`config.mk`:
```
export PLATFORM = sky130hd
export DESIGN_NAME = serial_frame_receiver_unit_flat
export DESIGN_NICKNAME = d
export VERILOG_FILES = /design/src/sfr_pkg.sv /design/src/sfr_chan_if.sv /design/src/sfr_core.sv /design/src/sfr_out_reg.sv /design/src/serial_frame_receiver_unit.sv /design/src/flat_wrapper.sv
export SDC_FILE = /design/constraint.sdc
export NUM_CORES = 1
export LEC_CHECK = 0
export BUFFER_PORTS_ARGS = -buffer_cell sky130_fd_sc_hd__buf_2
export CORE_UTILIZATION = 35
export DETAILED_ROUTE_END_ITERATION = 12
export GPL_ROUTABILITY_DRIVEN = 0
export SLEW_MARGIN = 5
export SYNTH_ARGS = -nofsm -noshare
export SYNTH_HDL_FRONTEND = slang
export SYNTH_HIERARCHICAL = 1
export SYNTH_SLANG_ARGS = --single-unit
```
`constraint.sdc`:
```
create_clock -name clk_i -period 6.1 [get_ports clk_i]
set_input_delay 0.61 -clock clk_i [delete_from_list [all_inputs] [get_ports clk_i]]
set_output_delay 0.61 -clock clk_i [all_outputs]
set_load 0.02 [all_outputs]
```
`src/sfr_pkg.sv`:
```
// Types and constants shared by the serial frame receiver.
package sfr_pkg;

  localparam int unsigned ByteW   = 8;
  localparam int unsigned CfgIdxW = 1;

  localparam logic [ByteW-1:0] HeaderFirstRst  = 8'hAA;
  localparam logic [ByteW-1:0] HeaderSecondRst = 8'h55;

  typedef enum logic [CfgIdxW-1:0] {
    CFG_HEADER_FIRST  = 1'b0,
    CFG_HEADER_SECOND = 1'b1
  } cfg_idx_e;

  typedef enum logic [1:0] {
    KIND_PAYLOAD = 2'd0,
    KIND_GOOD    = 2'd1,
    KIND_BAD     = 2'd2
  } kind_e;

  typedef enum logic [5:0] {
    PH_HEAD1 = 6'b000001,
    PH_HEAD2 = 6'b000010,
    PH_CMD   = 6'b000100,
    PH_LEN   = 6'b001000,
    PH_DATA  = 6'b010000,
    PH_SUM   = 6'b100000
  } phase_e;

  typedef struct packed {
    kind_e            kind;
    logic [ByteW-1:0] command;
    logic [ByteW-1:0] length;
    logic [ByteW-1:0] payload_byte;
    logic [ByteW-1:0] byte_index;
  } res_t;

endpackage

```
`src/sfr_chan_if.sv`:
```
// Valid/ready channel interfaces for received bytes and frame results.
interface sfr_in_if;
  import sfr_pkg::*;
  logic             valid;
  logic             ready;
  logic [ByteW-1:0] byte_in;

  modport source (output valid, output byte_in, input ready);
  modport sink (input valid, input byte_in, output ready);
endinterface

interface sfr_out_if;
  import sfr_pkg::*;
  logic valid;
  logic ready;
  res_t data;

  modport source (output valid, output data, input ready);
  modport sink (input valid, input data, output ready);
endinterface

```
`src/sfr_core.sv`:
```
// Frame parser: header hunt, command/length capture, payload and checksum.
module sfr_core #(
  parameter int unsigned MaxPayload = 64
) (
  input  logic                              clk_i,
  input  logic                              rst_ni,
  input  logic                              cfg_we_i,
  input  logic [sfr_pkg::CfgIdxW-1:0]       cfg_idx_i,
  input  logic [sfr_pkg::ByteW-1:0]         cfg_data_i,
  input  logic                              fire_i,
  input  logic [sfr_pkg::ByteW-1:0]         byte_i,
  output logic                              res_valid_o,
  output sfr_pkg::res_t                     res_o
);
  import sfr_pkg::*;

  localparam logic [ByteW-1:0] MaxLen = ByteW'(MaxPayload);

  logic [ByteW-1:0] hdr_first_q, hdr_second_q;
  phase_e           phase_q, phase_d;
  logic [ByteW-1:0] cmd_q, cmd_d;
  logic [ByteW-1:0] len_q, len_d;
  logic [ByteW-1:0] cnt_q, cnt_d;
  logic [ByteW-1:0] sum_q, sum_d;

  always_ff @(posedge clk_i or negedge rst_ni) begin
    if (!rst_ni) begin
      hdr_first_q  <= HeaderFirstRst;
      hdr_second_q <= HeaderSecondRst;
    end else if (cfg_we_i) begin
      unique case (cfg_idx_i)
        CFG_HEADER_FIRST:  hdr_first_q  <= cfg_data_i;
        CFG_HEADER_SECOND: hdr_second_q <= cfg_data_i;
        default: ;
      endcase
    end
  end

  always_comb begin
    phase_d     = phase_q;
    cmd_d       = cmd_q;
    len_d       = len_q;
    cnt_d       = cnt_q;
    sum_d       = sum_q;
    res_valid_o = 1'b0;
    res_o       = '{kind: KIND_PAYLOAD, command: cmd_q, length: len_q,
                    payload_byte: '0, byte_index: '0};
    unique case (phase_q)
      PH_HEAD2: begin
        // second header wins when both header values are equal
        if (byte_i == hdr_second_q) phase_d = PH_CMD;
        else if (byte_i == hdr_first_q) phase_d = PH_HEAD2;
        else phase_d = PH_HEAD1;
      end
      PH_CMD: begin
        cmd_d   = byte_i;
        phase_d = PH_LEN;
      end
      PH_LEN: begin
        len_d = byte_i;
        cnt_d = '0;
        sum_d = cmd_q + byte_i;
        if (byte_i > MaxLen) phase_d = PH_HEAD1;
        else if (byte_i != '0) phase_d = PH_DATA;
        else phase_d = PH_SUM;
      end
      PH_DATA: begin
        res_valid_o        = 1'b1;
        res_o.payload_byte = byte_i;
        res_o.byte_index   = cnt_q;
        sum_d              = sum_q + byte_i;
        cnt_d              = cnt_q + ByteW'(1);
        if (cnt_d == len_q) phase_d = PH_SUM;
      end
      PH_SUM: begin
        res_valid_o = 1'b1;
        res_o.kind  = (byte_i == sum_q) ? KIND_GOOD : KIND_BAD;
        phase_d     = PH_HEAD1;
      end
      default: begin
        phase_d = (byte_i == hdr_first_q) ? PH_HEAD2 : PH_HEAD1;
      end
    endcase
  end

  always_ff @(posedge clk_i or negedge rst_ni) begin
    if (!rst_ni) begin
      phase_q <= PH_HEAD1;
      cmd_q   <= '0;
      len_q   <= '0;
      cnt_q   <= '0;
      sum_q   <= '0;
    end else if (fire_i) begin
      phase_q <= phase_d;
      cmd_q   <= cmd_d;
      len_q   <= len_d;
      cnt_q   <= cnt_d;
      sum_q   <= sum_d;
    end
  end

endmodule

```
`src/sfr_out_reg.sv`:
```
// Result register: holds one result item until the downstream side takes it.
module sfr_out_reg (
  input  logic          clk_i,
  input  logic          rst_ni,
  input  logic          fire_i,
  input  logic          res_valid_i,
  input  sfr_pkg::res_t res_i,
  output logic          in_ready_o,
  sfr_out_if.source     out_ch
);
  import sfr_pkg::*;

  logic valid_q, valid_d;
  res_t data_q;

  // a new byte may enter when the slot is empty or being drained this cycle
  assign in_ready_o = !valid_q || out_ch.ready;

  always_comb begin
    valid_d = valid_q;
    if (out_ch.ready) valid_d = 1'b0;
    if (fire_i) valid_d = res_valid_i;
  end

  always_ff @(posedge clk_i or negedge rst_ni) begin
    if (!rst_ni) begin
      valid_q <= 1'b0;
    end else begin
      valid_q <= valid_d;
    end
  end

  always_ff @(posedge clk_i) begin
    if (fire_i && res_valid_i) begin
      data_q <= res_i;
    end
  end

  assign out_ch.valid = valid_q;
  assign out_ch.data  = data_q;

endmodule

```
`src/serial_frame_receiver_unit.sv`:
```
// Serial frame receiver top level.
// Accepts one received byte per cycle while the result register can take it, and
// deframes header_first, header_second, command, length, payload and an 8-bit
// additive checksum over command, length and payload. Each payload byte leaves as a
// result item with its index; the checksum byte leaves a good or bad status with
// command and length. Oversize lengths (above MaxPayload) drop the frame without a
// result. The parser updates its state in the cycle it takes the byte and writes the
// result register, so a new byte is taken whenever that register is empty or is
// being read out in the same cycle. Results appear in the cycle after their byte.
module serial_frame_receiver_unit #(
  parameter int unsigned MaxPayload = 64
) (
  input  logic                        clk_i,
  input  logic                        rst_ni,
  input  logic                        cfg_we_i,
  input  logic [sfr_pkg::CfgIdxW-1:0] cfg_idx_i,
  input  logic [sfr_pkg::ByteW-1:0]   cfg_data_i,
  sfr_in_if.sink                      in_ch,
  sfr_out_if.source                   out_ch
);
  import sfr_pkg::*;

  logic fire;
  logic res_valid;
  res_t res;
  logic in_ready;

  assign in_ch.ready = in_ready;
  assign fire        = in_ch.valid && in_ready;

  sfr_core #(
    .MaxPayload(MaxPayload)
  ) u_core (
    .clk_i      (clk_i),
    .rst_ni     (rst_ni),
    .cfg_we_i   (cfg_we_i),
    .cfg_idx_i  (cfg_idx_i),
    .cfg_data_i (cfg_data_i),
    .fire_i     (fire),
    .byte_i     (in_ch.byte_in),
    .res_valid_o(res_valid),
    .res_o      (res)
  );

  sfr_out_reg u_out_reg (
    .clk_i      (clk_i),
    .rst_ni     (rst_ni),
    .fire_i     (fire),
    .res_valid_i(res_valid),
    .res_i      (res),
    .in_ready_o (in_ready),
    .out_ch     (out_ch)
  );

endmodule
```
`src/flat_wrapper.sv`:
```
// flat-port wrapper written by rule: the top's interface ports become plain ports
module serial_frame_receiver_unit_flat import sfr_pkg::*;
#(
  parameter int unsigned MaxPayload = 64
)
  (clk_i, rst_ni, cfg_we_i, cfg_idx_i, cfg_data_i, in_ch_valid, in_ch_byte_in, in_ch_ready, out_ch_valid, out_ch_data, out_ch_ready);
  sfr_in_if in_ch_i ();
  sfr_out_if out_ch_i ();
  input  logic clk_i;
  input  logic rst_ni;
  input  logic cfg_we_i;
  input  logic [sfr_pkg::CfgIdxW-1:0] cfg_idx_i;
  input  logic [sfr_pkg::ByteW-1:0] cfg_data_i;
  input wire logic [$bits(in_ch_i.valid)-1:0] in_ch_valid;
  input wire logic [$bits(in_ch_i.byte_in)-1:0] in_ch_byte_in;
  output wire logic [$bits(in_ch_i.ready)-1:0] in_ch_ready;
  output wire logic [$bits(out_ch_i.valid)-1:0] out_ch_valid;
  output wire logic [$bits(out_ch_i.data)-1:0] out_ch_data;
  input wire logic [$bits(out_ch_i.ready)-1:0] out_ch_ready;
  assign in_ch_i.valid = in_ch_valid;
  assign in_ch_i.byte_in = in_ch_byte_in;
  assign in_ch_ready = in_ch_i.ready;
  assign out_ch_valid = out_ch_i.valid;
  assign out_ch_data = out_ch_i.data;
  assign out_ch_i.ready = out_ch_ready;
  serial_frame_receiver_unit #(.MaxPayload(MaxPayload)) u_core (.clk_i(clk_i), .rst_ni(rst_ni), .cfg_we_i(cfg_we_i), .cfg_idx_i(cfg_idx_i), .cfg_data_i(cfg_data_i), .in_ch(in_ch_i), .out_ch(out_ch_i));
endmodule
```
Word-level counts from Yosys, hierarchy flattened
Cells that the tools add are included.
W data, S select, Z words.

storage, ports and cells
  word-level logic and storage cells = 54
  register bits after elaboration = 89

operators by class
  muxes and demuxes = 12
  reduce and logical (&&, ||, !) cells = 14
  $lt $le $gt $ge = 1
  add/subtract/negate cells = 3
  eq/ne operators = 10
  bitwise operators = 1

operators by type and width
  kind                   number
  $eq A8 B8 Y1           4
  $pmux W8 S2            2
  $pmux W6 S5            1
  $mux W6                3
  $add A8 B8 Y8          2
  $reduce_and A2 Y1      6
  $add A8 B1 Y8 const B  1
  $gt A8 B7 Y1 const B   1
  $reduce_bool A8 Y1     1
  $eq A6 B2 Y1 const B   1
  $eq A6 B3 Y1 const B   1
  $eq A6 B4 Y1 const B   1
  $eq A6 B5 Y1 const B   1
  $eq A6 B6 Y1 const B   1
  $mux W2                2
  $reduce_bool A2 Y1     2
  $mux W1                3
  $mux W3                1
  $logic_and A1 B1 Y1    2
  $ne A2 B2 Y1 const B   1
  $reduce_or A2 Y1       1
  $logic_not A1 Y1       1
  $logic_or A1 B1 Y1     1
  $not A1 Y1             1

Depth between registers and ports, before layout
  depth after elaboration = 4
  depth in mapped cells = 12

By module
The synthesis kept the hierarchy.

modules (own cells, without submodules)
  module                      cells each  area each (sq um)  times used
  sfr_core                    322         3,358.2            1
  sfr_out_reg                 38          1,076.0            1
  serial_frame_receiver_unit  1           6.3                1

Worst setup path before layout
OpenSTA, ideal clock, no wires.

  kind = flip-flop to flip-flop
  start = register u_core.u_core.phase_q[2]
  end = register u_core.u_core.sum_q[6]
  cell stages (with the launch flop) = 13
  path slack = 3,129 ps
  arrival time = 2,848 ps
  buffers on the path = 2
  data required time = 5,977 ps
  period minus slack after synthesis = 2,971 ps
  setup time = 123 ps
  cells stage by stage = dfrtp_1 -> buf_6 -> nor4_4 -> buf_6 -> nand2_4 -> mux2_2 -> ha_1 -> fa_1 -> a21o_1 -> a21oi_1 -> o21bai_1 -> a2111o_1 -> o221a_2

between the ends
  longest elaborated chain between the ends = 3
  elaborated cells on any way between the ends = 5
  those cells by class = 2 x eq/ne; 1 x mux; 2 x reduce/logical

RTL lines
  element                                              RTL line        source
  from (decl)                                          sfr_core.sv:20  phase_e phase_q, phase_d;
  from (signal assigned)                               sfr_core.sv:94  phase_q <= phase_d;
  $eq A6 B5 Y1 / $eq A6 B4 Y1 (equally long branches)  sfr_core.sv:48  unique case (phase_q)
  $reduce_bool A2 Y1 (no line)                         --
  $reduce_and A2 Y1 (no line)                          --
  to (signal assigned)                                 sfr_core.sv:98  sum_q <= sum_d;
  to (decl)                                            sfr_core.sv:24  logic [ByteW-1:0] sum_q, sum_d;

Parallel ways exist; a longest one is shown, timed or not.
A chain may end at the register's enable or synchronous reset.

Final worst setup path
Ends and elaborated chain as after synthesis.

==> impl_metrics.ini <==
[clock_network]
cts_sinks = 89
post-cts-setup-buffers = 0
cts_buffer_depth = 2
cts_tree = done
clockRootBuffer = clkbuf_16
htreeDepth = 3
ctsResizeCount = 0
numCtsBuffers = 9
cts_hold_buf = 0
clk_pin_slew_worst_paths_ps = 70
worstSkewPairLatency_ps = 340

[setup_path]
path_buf_inv = 0
cp-startpoint = u_core/u_core/phase_q[2]
critical_path_class = register to register
critPathSlowestCell = nor4_4
critPathCaptureType = register
path_max_fanout = 21
worst_setup_path_start_kind = register
cp.arrival_ps = 3930
r2r-start = u_core/u_core/phase_q[2]
cp_cell_sequence = nor4_4 -> nand2_4 -> mux2_2 -> ha_1 -> fa_1 -> a21o_1 -> a21oi_1 -> o21bai_1 -> a2111o_1 -> o221a_2
cp_data_required_time_ps = 6330
crit_family = simple AND/OR/NAND/NOR gates
max_stage_delay_ps = 900

[floorplan]
row_count = 40
die_area_um2 = 13100
ios = 58
die_w_um = 115
initial_core_util_pct = 36.4
die_y_um = 115
core_area_um2 = 12200

[route]
firstDrtPassIters = 4
ant_nets = 0
dr_wl_met3_um = 452
dr_wl_met2_mm = 4.51
drcViolationCount = 0
top_layer_used = met4
drt_iter0_markers = 161
wl_met1_mm = 4.48
wl_per_cell_um = 16.4
vias = 2952
wirelength_mm = 9.54
viasPerCell = 5.08

[timing]
max_freq_ghz = 0.270
fin_crit_ps = 3700
layout_setup_ws_ps = 2400
worstMarginPinSlew_ps = 1010
drv_slew = 0
slew-limit-headroom_pct = 32.3
final_hold_viol_count = 0
tns_ps = 0
rsz0062_at_grt = no
holdWs_ps = 408
skew_ps = 8.72
post-route-period-util_pct = 60.7
final-setup-viol-count = 0

[status]
outcome = completed

[final_layout]
stdcell_area_um2 = 5140
final_common_cell = buf_2
areaGrowthSynthToFinish_pct = 15.8
layout-drive-gt1-share_pct = 32.9
nets = 439
n_antenna_cell = 0
final_cell_mix = buf_2, dfrtp_1, mux2_2
num-fill-cells = 1207

[synthesis]
synthDominantCellAreaShare_pct = 25.9
netlist_area_um2 = 4440
synth_seq_cells = 89
synth_mux_area_share_pct = 11.2
synth_top_family_by_area = simple AND/OR/NAND/NOR gates
synth_area_leader_cell = dfrtp_1
synth_area_leaders = dfrtp_1, edfxtp_1, mux2_2
synthSimpleGateAreaFrac_pct = 12.7
synth_cell_types = 53
avgSynthCellArea_um2 = 12.3
synth_xor_area_share_pct = 8.09
synth-adder-area-share_pct = 2.70
synth_nets = 392
synth-compound-area-share_pct = 8.00
seq_area_frac_synth_pct = 54.2
yosys_warnings = 6
synthCells = 361

[placement]
dp_hpwl_mm = 6.68
io_buffers = 57
place_ws_ps = 2410
place_area_um2 = 4840

[power_and_ir_drop]
ir_drop_v = 0.000166
power_density_nw_per_um2 = 263
p_leak_nw = 2.17

[min_path]
hp-class = input pin to asynchronous set/reset pin

[global_route]
grt_max_degree = 56
track_usage_pct = 15.3
grt-ovfl-total = 0
antenna_found_initial = 0
grt_pass1_vias = 2848
grt_pass1_wl_mm = 15.2

[run]
drv_cap = 0
-- routing by layer --
| layer | track usage [%] | vias up |
|---|---|---|
| li1 | - | 1408 |
| met1 | 20.6 | 1455 |
| met2 | 24.8 | 78 |
| met3 | 3.39 | 11 |
| met4 | 4.50 | 0 |
| met5 | 0 | - |
-- synthesized netlist by cell type, drive strengths merged --
library cell,instances
dfrtp,46
mux2,43
edfxtp,34
xnor2,26
nand2,22
and3,21
clkbuf,16
xor2,15
nor2,13
nand3,12
o21ai,12
a21oi,10
dfstp,9
ha,8
buf,7
nor3,7
nor4,7
nand4,6
and2,5
inv,5
nor2b,4
o31ai,4
o21bai,3
a2111o,2
a31o,2
a31oi,2
o2111ai,2
o211ai,2
a211oi,1
a21bo,1
a21o,1
a311oi,1
a32o,1
and4,1
and4b,1
fa,1
nand2b,1
nand3b,1
o21a,1
o21ba,1
o221a,1
o221ai,1
o31a,1
o41ai,1
-- registers in the layout (all words and copies together) (netlist names) --
register / count
u_core/u_core/cmd_q: 8
u_core/u_core/hdr_second_q: 8
u_core/u_core/cnt_q: 8
u_core/u_core/sum_q: 8
u_core/u_out_reg/out_ch.valid: 1
u_core/u_core/phase_q: 6
u_core/u_out_reg/out_ch.data: 34
u_core/u_core/len_q: 8
u_core/u_core/hdr_first_q: 8
-- kinds of logic after synthesis --
group | count (synthesis)
simple gates | 101
flops | 89
compound gates | 50
mux | 43
xor+xnor | 41
buf+inv | 28
fa+ha+maj | 9
-- stage by stage --
| stage | instances | util [%] | power [mW] |
|---|---|---|---|
| 2_1_floorplan | 361 | - | 0.764 |
| 3_3_place_gp | 565 | 39.6 | 0.799 |
| 3_5_place_dp | 565 | 39.6 | 0.804 |
| 4_1_cts | 581 | 42.1 | 1.37 |
| 5_1_grt | 581 | 42.1 | 1.40 |
| 6_report | 581 | 42.1 | 1.35 |
-- final cells by class --
type,count,area [um^2],area share (%)
timing repair buffer,59,300,5.84
inverter,5,18.8,0.365
clock buffer,9,225,4.38
sequential,89,2410,46.9
tap,168,210,4.09
clock inverter,7,77.6,1.51
multi-input combinational,244,1900,37.0
-- path summary, 6_finish.rpt --
| kind | end | slack (ps) | cells after the start |
|---|---|---|---|
| hold reg to reg | u_core/u_out_reg/out_ch.data[26] | 490 | 0 |
| hold / removal | u_core/u_core/sum_q[2] | 410 | 2 |
| setup / recovery | u_core/u_core/sum_q[6] | 2400 | 10 |
| min in group clk_i | u_core/u_out_reg/out_ch.data[26] | 490 | 0 |
| setup reg to reg | u_core/u_core/sum_q[6] | 2400 | 10 |
| max in group asynchronous | u_core/u_core/cnt_q[5] | 5210 | 2 |
-- power by group --
| part | switching [mW] | leakage (nW) | internal [mW] | total (mW) |
|---|---|---|---|---|
| clock network | 0.238 | 0.142 | 0.322 | 0.560 |
| registers | 0.0254 | 0.989 | 0.654 | 0.679 |
| logic | 0.0552 | 1.04 | 0.0557 | 0.111 |
| total | 0.319 | 2.17 | 1.03 | 1.35 |
No activity file was read; power rests on OpenSTA's default activity.
